**config.mk**
```make
export PLATFORM = sky130hd
export DESIGN_NAME = two_wire_master_controller
export DESIGN_NICKNAME = d
export VERILOG_FILES = /design/src/design/twmc_pkg.sv /design/src/design/twmc_core.sv /design/src/design/two_wire_master_controller.sv
export SDC_FILE = /design/constraint.sdc
export NUM_CORES = 1
export LEC_CHECK = 0
export ABC_AREA = 1
export BUFFER_PORTS_ARGS = -buffer_cell sky130_fd_sc_hd__buf_4
export CORE_ASPECT_RATIO = 0.8
export CORE_MARGIN = 3
export CORE_UTILIZATION = 45
export DETAILED_ROUTE_END_ITERATION = 16
export REMOVE_ABC_BUFFERS = 1
export SYNTH_ARGS = -nofsm -noshare
export SYNTH_HDL_FRONTEND = slang
export SYNTH_SLANG_ARGS = --single-unit
```
**constraint.sdc**
```tcl
create_clock -name clk_i -period 3.4 [get_ports clk_i]
set_input_delay 0.68 -clock clk_i [delete_from_list [all_inputs] [get_ports clk_i]]
set_output_delay 0.68 -clock clk_i [all_outputs]
set_load 0.1 [all_outputs]
```
**src/design/twmc_pkg.sv**
```systemverilog
// Package for the two-wire master controller: register map, status codes,
// bus action codes and the state, request and result types.
// No dependencies.
package twmc_pkg;

  localparam logic [2:0] REG_BIT_RATE = 3'd0;
  localparam logic [2:0] REG_STATUS   = 3'd1;
  localparam logic [2:0] REG_OWN_ADDR = 3'd2;
  localparam logic [2:0] REG_DATA     = 3'd3;
  localparam logic [2:0] REG_CONTROL  = 3'd4;

  localparam int unsigned CTL_INT_BIT   = 7;
  localparam int unsigned CTL_START_BIT = 5;
  localparam int unsigned CTL_STOP_BIT  = 4;
  localparam int unsigned CTL_EN_BIT    = 2;

  localparam logic [7:0] ST_START       = 8'h08;
  localparam logic [7:0] ST_RSTART      = 8'h10;
  localparam logic [7:0] ST_ADDR_W_ACK  = 8'h18;
  localparam logic [7:0] ST_ADDR_W_NACK = 8'h20;
  localparam logic [7:0] ST_DATA_W_ACK  = 8'h28;
  localparam logic [7:0] ST_DATA_W_NACK = 8'h30;
  localparam logic [7:0] ST_ADDR_R_ACK  = 8'h40;
  localparam logic [7:0] ST_ADDR_R_NACK = 8'h48;
  localparam logic [7:0] ST_DATA_R_ACK  = 8'h50;
  localparam logic [7:0] ST_DATA_R_NACK = 8'h58;
  localparam logic [7:0] ST_IDLE        = 8'hf8;

  typedef enum logic [2:0] {
    ACT_NONE      = 3'd0,
    ACT_START     = 3'd1,
    ACT_STOP      = 3'd2,
    ACT_STOPSTART = 3'd3,
    ACT_ADDR      = 3'd4,
    ACT_SEND      = 3'd5,
    ACT_RECV      = 3'd6
  } twmc_action_e;

  typedef struct packed {
    logic [7:0] bit_rate;
    logic [7:0] status;
    logic [7:0] own_address;
    logic [7:0] data;
    logic [7:0] control;
    logic       owns_bus;
    logic       start_pending;
    logic       transmit_mode;
  } twmc_state_t;

  localparam twmc_state_t STATE_RESET = '{
    bit_rate:      8'h00,
    status:        8'hf8,
    own_address:   8'hfe,
    data:          8'hff,
    control:       8'h00,
    owns_bus:      1'b0,
    start_pending: 1'b0,
    transmit_mode: 1'b0
  };

  typedef struct packed {
    logic       operation;
    logic [2:0] reg_select;
    logic [7:0] write_data;
    logic       partner_ack;
    logic [7:0] partner_byte;
  } twmc_item_t;

  typedef struct packed {
    logic [7:0]   read_data;
    twmc_action_e bus_action;
    logic [6:0]   bus_address;
    logic         bus_direction_write;
    logic [7:0]   bus_byte;
    logic         fault;
  } twmc_result_t;

endpackage

```
**src/design/twmc_core.sv**
```systemverilog
// Register access and bus operation dispatch for one transaction.
// Pure combinational next-state and result logic; depends on twmc_pkg.
module twmc_core (
  input  twmc_pkg::twmc_state_t  state_i,
  input  twmc_pkg::twmc_item_t   item_i,
  output twmc_pkg::twmc_state_t  state_o,
  output twmc_pkg::twmc_result_t result_o
);
  import twmc_pkg::*;

  logic [7:0] wv;
  logic [7:0] code;
  logic       finish;

  assign wv = item_i.write_data;

  always_comb begin
    state_o  = state_i;
    result_o = '0;
    result_o.bus_action = ACT_NONE;
    code     = ST_IDLE;
    finish   = 1'b0;
    if (!item_i.operation) begin
      case (item_i.reg_select)
        REG_BIT_RATE: result_o.read_data = state_i.bit_rate;
        REG_STATUS:   result_o.read_data = state_i.status;
        REG_OWN_ADDR: result_o.read_data = state_i.own_address;
        REG_DATA:     result_o.read_data = state_i.data;
        REG_CONTROL:  result_o.read_data = state_i.control;
        default:      result_o.read_data = 8'h00;
      endcase
    end else begin
      case (item_i.reg_select)
        REG_BIT_RATE: state_o.bit_rate = wv;
        REG_STATUS:   state_o.status = {state_i.status[7:2], wv[1:0]};
        REG_OWN_ADDR: state_o.own_address = wv;
        REG_DATA:     state_o.data = wv;
        REG_CONTROL: begin
          state_o.control = {(wv[CTL_INT_BIT] ? 1'b0 : state_i.control[CTL_INT_BIT]),
                             wv[6:0]};
          if (!wv[CTL_EN_BIT]) begin
            state_o.owns_bus = 1'b0;
          end else if (wv[CTL_INT_BIT]) begin
            if (wv[CTL_STOP_BIT]) begin
              finish = 1'b1;
              state_o.control[CTL_STOP_BIT] = 1'b0;
              state_o.owns_bus      = wv[CTL_START_BIT];
              state_o.start_pending = wv[CTL_START_BIT];
              code = wv[CTL_START_BIT] ? ST_START : ST_IDLE;
              result_o.bus_action = wv[CTL_START_BIT] ? ACT_STOPSTART : ACT_STOP;
            end else if (wv[CTL_START_BIT]) begin
              finish = 1'b1;
              code = state_i.owns_bus ? ST_RSTART : ST_START;
              state_o.owns_bus      = 1'b1;
              state_o.start_pending = 1'b1;
              result_o.bus_action   = ACT_START;
            end else if (!state_i.owns_bus) begin
              result_o.fault = 1'b1;
            end else if (state_i.start_pending) begin
              finish = 1'b1;
              state_o.transmit_mode = ~state_i.data[0];
              state_o.start_pending = 1'b0;
              result_o.bus_address  = state_i.data[7:1];
              result_o.bus_direction_write = ~state_i.data[0];
              result_o.bus_action   = ACT_ADDR;
              if (!state_i.data[0]) begin
                code = item_i.partner_ack ? ST_ADDR_W_ACK : ST_ADDR_W_NACK;
              end else begin
                code = item_i.partner_ack ? ST_ADDR_R_ACK : ST_ADDR_R_NACK;
              end
            end else if (state_i.transmit_mode) begin
              finish = 1'b1;
              result_o.bus_byte = state_i.data;
              result_o.bus_direction_write = 1'b1;
              result_o.bus_action = ACT_SEND;
              code = item_i.partner_ack ? ST_DATA_W_ACK : ST_DATA_W_NACK;
            end else begin
              finish = 1'b1;
              state_o.data = item_i.partner_byte;
              result_o.bus_action = ACT_RECV;
              code = item_i.partner_ack ? ST_DATA_R_ACK : ST_DATA_R_NACK;
            end
          end
        end
        default: ;
      endcase
    end
    if (finish) begin
      state_o.control[CTL_INT_BIT] = 1'b1;
      state_o.status = {code[7:3], 1'b0, state_i.status[1:0]};
    end
  end

endmodule

```
**src/design/two_wire_master_controller.sv**
```systemverilog
// Two-wire master controller top level: register state, result register
// and skid stage around twmc_core; depends on twmc_pkg and twmc_core.
//
//  channel   direction  tdata fields (lowest bit up)
//  s_*       in         operation, reg_select, write_data, partner_ack, partner_byte
//  m_*       out        read_data, bus_action, bus_address, bus_direction_write,
//                       bus_byte, fault
//
// One transaction per cycle while s_tready_o is high; results are registered.
// The register file updates at acceptance; the result register and one skid
// stage hold results while m_tready_i is low, so s_tready_o drops only when
// both are full. Reset restores the register reset values and empties both.
module two_wire_master_controller (
  input  logic        clk_i,
  input  logic        rst_ni,
  input  logic        s_tvalid_i,
  output logic        s_tready_o,
  // operation, reg_select[2:0], write_data[7:0], partner_ack, partner_byte[7:0]
  input  logic [23:0] s_tdata_i,
  output logic        m_tvalid_o,
  input  logic        m_tready_i,
  // read_data[7:0], bus_action[2:0], bus_address[6:0], bus_direction_write,
  // bus_byte[7:0], fault
  output logic [31:0] m_tdata_o
);
  import twmc_pkg::*;

  twmc_state_t  state_q, state_d;
  twmc_item_t   item;
  twmc_result_t result;
  twmc_result_t out_q, out_d, skid_q, skid_d;
  logic         out_valid_q, out_valid_d, skid_valid_q, skid_valid_d;
  logic         accept;

  assign item.operation    = s_tdata_i[0];
  assign item.reg_select   = s_tdata_i[3:1];
  assign item.write_data   = s_tdata_i[11:4];
  assign item.partner_ack  = s_tdata_i[12];
  assign item.partner_byte = s_tdata_i[20:13];

  twmc_core u_core (
    .state_i  (state_q),
    .item_i   (item),
    .state_o  (state_d),
    .result_o (result)
  );

  assign s_tready_o = ~skid_valid_q;
  assign accept     = s_tvalid_i & s_tready_o;

  always_comb begin
    out_d        = out_q;
    out_valid_d  = out_valid_q;
    skid_d       = skid_q;
    skid_valid_d = skid_valid_q;
    if (!out_valid_q || m_tready_i) begin
      out_valid_d  = skid_valid_q | accept;
      out_d        = skid_valid_q ? skid_q : result;
      skid_valid_d = 1'b0;
    end else if (accept) begin
      skid_valid_d = 1'b1;
      skid_d       = result;
    end
  end

  always_ff @(posedge clk_i or negedge rst_ni) begin
    if (!rst_ni) begin
      state_q      <= STATE_RESET;
      out_valid_q  <= 1'b0;
      skid_valid_q <= 1'b0;
    end else begin
      if (accept) begin
        state_q <= state_d;
      end
      out_valid_q  <= out_valid_d;
      skid_valid_q <= skid_valid_d;
    end
  end

  always_ff @(posedge clk_i) begin
    out_q  <= out_d;
    skid_q <= skid_d;
  end

  assign m_tvalid_o = out_valid_q;
  assign m_tdata_o  = {4'b0000, out_q.fault, out_q.bus_byte, out_q.bus_direction_write,
                       out_q.bus_address, out_q.bus_action, out_q.read_data};

endmodule

```
Word-level counts from Yosys, hierarchy flattened
Cells that the tools add are included.
- word-level logic and storage cells: 137
- output and inout bits: 34
- register bits: 101
- reduce and logical (&&, ||, !) cells: 20
- equality and inequality tests: 13
- bitwise logic cells: 8
- muxes and demuxes: 72
- operator list (cell ; number):
    8-bit 2-to-1 mux ; 22
    20-bit 2-to-1 mux ; 4
    8-bit case mux with 5 select lines ; 1
    35-bit 2-to-1 mux ; 1
    17-bit 2-to-1 mux ; 2
    28-bit 2-to-1 mux ; 1
    1-bit 2-to-1 mux ; 22
    19-bit 2-to-1 mux ; 1
    8-bit case mux with 2 select lines ; 1
    2-bit inequality test, second input constant ; 7
    3-bit 2-to-1 mux ; 4
    11-bit 2-to-1 mux ; 1
    2-bit 2-to-1 mux ; 5
    5-bit 2-to-1 mux ; 2
    10-bit AND reduction ; 1
    2-bit nonzero test ; 5
    9-bit 2-to-1 mux ; 1
    3-bit AND reduction ; 3
    9-bit AND reduction ; 1
    4-bit 2-to-1 mux ; 2
    4-bit AND reduction ; 2
    7-bit 2-to-1 mux ; 1
    3-bit by 2-bit equality test with 1-bit output, second input constant ; 2
    6-bit 2-to-1 mux ; 1
    other kinds (14) ; 20

Logic depth before layout (Yosys ltp)
- depth after elaboration: 11
- gate-level depth with buffers: 10

Cells and area by module
From an unflattened synthesis, not the netlist that was laid out.
- cell total of the unflattened synthesis: 686
- area, all modules: 5489.0 µm²
- modules (own cells, without submodules) (module ; seq. area each (µm²) ; area an instance (µm²) ; times used ; cells each):
    two_wire_master_controller ; 2832.7 ; 3853.7 ; 1 ; 346
    twmc_core ; 0.0 ; 1635.3 ; 1 ; 340

Least setup slack after synthesis
Ideal clock, no wire load.
- path type: flip-flop to flip-flop
- start: register out_valid_q, in the netlist m_tvalid_o
- end: register skid_q[0] (netlist name) (enable)
- stages on the path, launching flop included: 3
- buffers on the path: 0
- clock period less this slack: 3.553 ns
- data arrival time: 3.140 ns
- slack: -0.153 ns
- data required time: 2.987 ns
- path through: dfrtp_1 nand2_1 nor2_1
- word-level cells in the longest chain between the ends: 4
- RTL lines (element ; line ; source):
    from (decl) ; two_wire_master_controller.sv:32 ; logic out_valid_q, out_valid_d, skid_valid_q, skid_valid_d;
    from (signal assigned) ; two_wire_master_controller.sv:75 ; out_valid_q <= out_valid_d;
    1-bit logical NOT ; two_wire_master_controller.sv:56 ; if (!out_valid_q || m_tready_i) begin
    1-bit logical OR ; two_wire_master_controller.sv:56 ;
    1-bit NOT (no line) ; n/a ;
    2-bit AND reduction (no line) ; n/a ;
    to (signal assigned) ; two_wire_master_controller.sv:82 ; skid_q <= skid_d;
    to (decl) ; two_wire_master_controller.sv:31 ; twmc_result_t out_q, out_d, skid_q, skid_d;
Every way passes these cells.
A chain may end at the register's enable or synchronous reset.

Worst setup path after layout
- start: register skid_valid_q
- end: output s_tready_o
- word-level cells in the longest chain between the ends: 1
- RTL lines (element ; line ; source):
    from (decl) ; two_wire_master_controller.sv:32 ;
    from (signal assigned) ; two_wire_master_controller.sv:76 ; skid_valid_q <= skid_valid_d;
    1-bit NOT ; two_wire_master_controller.sv:48 ; assign s_tready_o = ~skid_valid_q;
    to (decl) ; two_wire_master_controller.sv:17 ; output logic s_tready_o,
Every way passes these cells.

==> flow_metrics.env <==
export IMPL_outcome="finished, final reports clean"
export IMPL_insertion_delay_ns=0.35
export IMPL_fillers=911
export IMPL_cts_clk_slew_worst_paths_ns=0.07
export IMPL_crit_path_start_kind="flip-flop"
export IMPL_antenna_left=0
export IMPL_wl_per_cell_um=15.2
export IMPL_layout_common_cells="nand2_1, buf_4, edfxtp_1"
export IMPL_nNetsFinal=601
export IMPL_post_route_min_period_ns=2.48
export IMPL_crit_fanout=35
export IMPL_syn_area_sq_um=4780
export IMPL_htreeDepth=3
export IMPL_io_pins=62
export IMPL_synthCells=524
export IMPL_leakagePower_nw=2.50
export IMPL_drv_slew=0
export IMPL_skew_ns=0.0115
export IMPL_grtUsageTotal_pct=19.4
export IMPL_met2_length_um=4780
export IMPL_relSlewSlack_pct=49.6
export IMPL_worst_setup_path_type="flip-flop to primary output"
export IMPL_vias_per_cell=5.06
export IMPL_hold_viol_final=0
export IMPL_synth_seq_cells=100
export IMPL_whs_ns=0.326
export IMPL_grt_pass1_wl_um=18000
export IMPL_mostFrequentLayoutCell="nand2_1"
export IMPL_routed_wl_um=10800
export IMPL_place_inst=695
export IMPL_rsz0062_at_grt="no"
export IMPL_core_area_sq_um=10000
export IMPL_drt_iter0_drc=286
export IMPL_postSynthAreaPerCell_sq_um=9.12
export IMPL_tightestPinTransition_ns=0.749
export IMPL_fin_setup_tns_ns=0
export IMPL_fmax_mhz=404
export IMPL_cts_buffers=9
export IMPL_fin_crit_sh_pct=72.8
export IMPL_synthTopCellsByArea="edfxtp_1, nand2_1, dfrtp_1, dfstp_2, o21ai_0"
export IMPL_wl_met1_um=5300
export IMPL_wl_met3_um=555
export IMPL_cts_resized=0
export IMPL_area_growth_pct=16.1
export IMPL_regArea_sq_um=2810
export IMPL_synthArstFlopShare_pct=44.0
export IMPL_antenna_found_initial=0
export IMPL_cap_violations=0
export IMPL_io_buffers=54
export IMPL_yosys_warnings=0
export IMPL_setup_viol=0
export IMPL_cp_end_kind="primary output"
export IMPL_std_cell_rows=32
export IMPL_clock_tree_root_cell="clkbuf_16"
export IMPL_netlist_cell_type_count=34
export IMPL_grt_pass1_vias=3477
export IMPL_dr_max_layer_used="met4"
export IMPL_cts_tree="yes"
export IMPL_layout_drive_gt1_share_pct=19.5
export IMPL_ys_seq_area_share_pct=58.7
export IMPL_dp_hpwl_um=7540
export IMPL_drcViolationCount=0
export IMPL_drtPass1Iterations=4
export IMPL_power_density_nw_per_um2=577
export IMPL_start_util_pct=47.8
export IMPL_hold_path_class="input pin to async pin"
export IMPL_post_cts_buffers=0
export IMPL_synth_enable_flop_cells=56
export IMPL_n_antenna_cell=0
export IMPL_ys_flop_type="edfxtp_1"
export IMPL_max_vdd_ir_drop_mv=0.276
export IMPL_arrival_ns=1.80
export IMPL_grt_max_degree=45
export IMPL_finalNonFillerCells=711
export IMPL_globalplace_congestion=0.864
export IMPL_dieWidth_um=121
export IMPL_synth_top_area_share_pct=35.2
export IMPL_overflow=0
export IMPL_multi_input_area_sq_um=1710
export IMPL_cp_required_ns=2.72
export IMPL_synth_area_leader_cell="edfxtp_1"
export IMPL_die_area_sq_um=11900
export IMPL_clock_sinks=100
export IMPL_clockBufferDepth=2
export IMPL_vias=3601
export IMPL_hold_buffers=0
export IMPL_die_h_um=98.2
-- sequential cells by signal, indices dropped and copies added, names as in the netlist --
register,cells
skid_q,28
skid_valid_q,1
state_q,42
m_tvalid_o,1
m_tdata_o,28
-- area by class of cell --
| class | count | area share, % |
|---|---|---|
| clock inverter | 7 | 1.08 |
| tap | 136 | 3.06 |
| inverter | 41 | 2.79 |
| timing repair buffer | 57 | 7.71 |
| multi-input combinational | 361 | 30.7 |
| clock buffer | 9 | 4.06 |
| sequential | 100 | 50.6 |
-- metrics by stage --
stage	area [sq um]	utilization (%)	worst slack, ns	total power [mW]
after CTS	5550	55.5	0.904	3.23
after detailed placement	5270	52.6	1.16	2.26
after global routing	5550	55.5	0.783	3.35
after global placement	5270	52.6	1.16	2.25
after floorplan	4670	-	-0.153	2.06
final	5550	55.5	0.924	3.20
-- critical path: stages, from the launching register on --
cell      delay, ns
dfrtp_1        0.32
buf_4          0.33
clkinv_2       0.41
buf_4          0.38
-- cell families after synthesis --
logic type | count (synthesis) | synth area share (%)
simple gates | 281 | 26.7
flops | 100 | 58.7
compound gates | 73 | 7.85
buf+inv | 66 | 5.86
fa+ha+maj | 3 | 0.785
other cells | 1 | 0.0784
-- synthesized netlist by cell type (3+ instances only) --
master	count
nand4_1	10
dfrtp_1	24
nand3b_1	7
o21ai_1	11
inv_2	3
buf_4	4
edfxtp_1	56
ha_1	3
nand2_2	4
nor2_1	33
buf_2	7
nand2_1	173
nand3_1	41
o21ai_0	47
dfstp_2	20
inv_1	37
a21oi_1	11
clkbuf_1	11
-- power breakdown --
part,total [mW],switching (mW),internal [mW]
logic,0.646,0.490,0.156
clock network,0.971,0.464,0.507
registers,1.59,0.110,1.48
total,3.20,1.06,2.14
-- path summary, 6_finish.rpt --
| path | endpoint | depth (start not counted) | start | slack (ns) |
|---|---|---|---|---|
| worst max-delay path | s_tready_o | 3 | skid_valid_q | 0.92 |
| worst min-delay path | state_q[36] | 1 | rst_ni | 0.33 |
| worst max register to register | state_q[5] | 6 | skid_valid_q | 1.29 |
| worst min register to register | state_q[32] | 2 | state_q[32] | 0.48 |
| max in group asynchronous | state_q[0] | 1 | rst_ni | 2.66 |
| min in group clk_i | state_q[32] | 2 | state_q[32] | 0.48 |
-- metal layers --
metal / global-route usage (%) / up-vias
li1: - / 1827
met1: 28.7 / 1673
met2: 28.8 / 87
met3: 4.05 / 14
met4: 5.86 / 0
met5: 0 / -
Power figures use the tool's default switching activity.
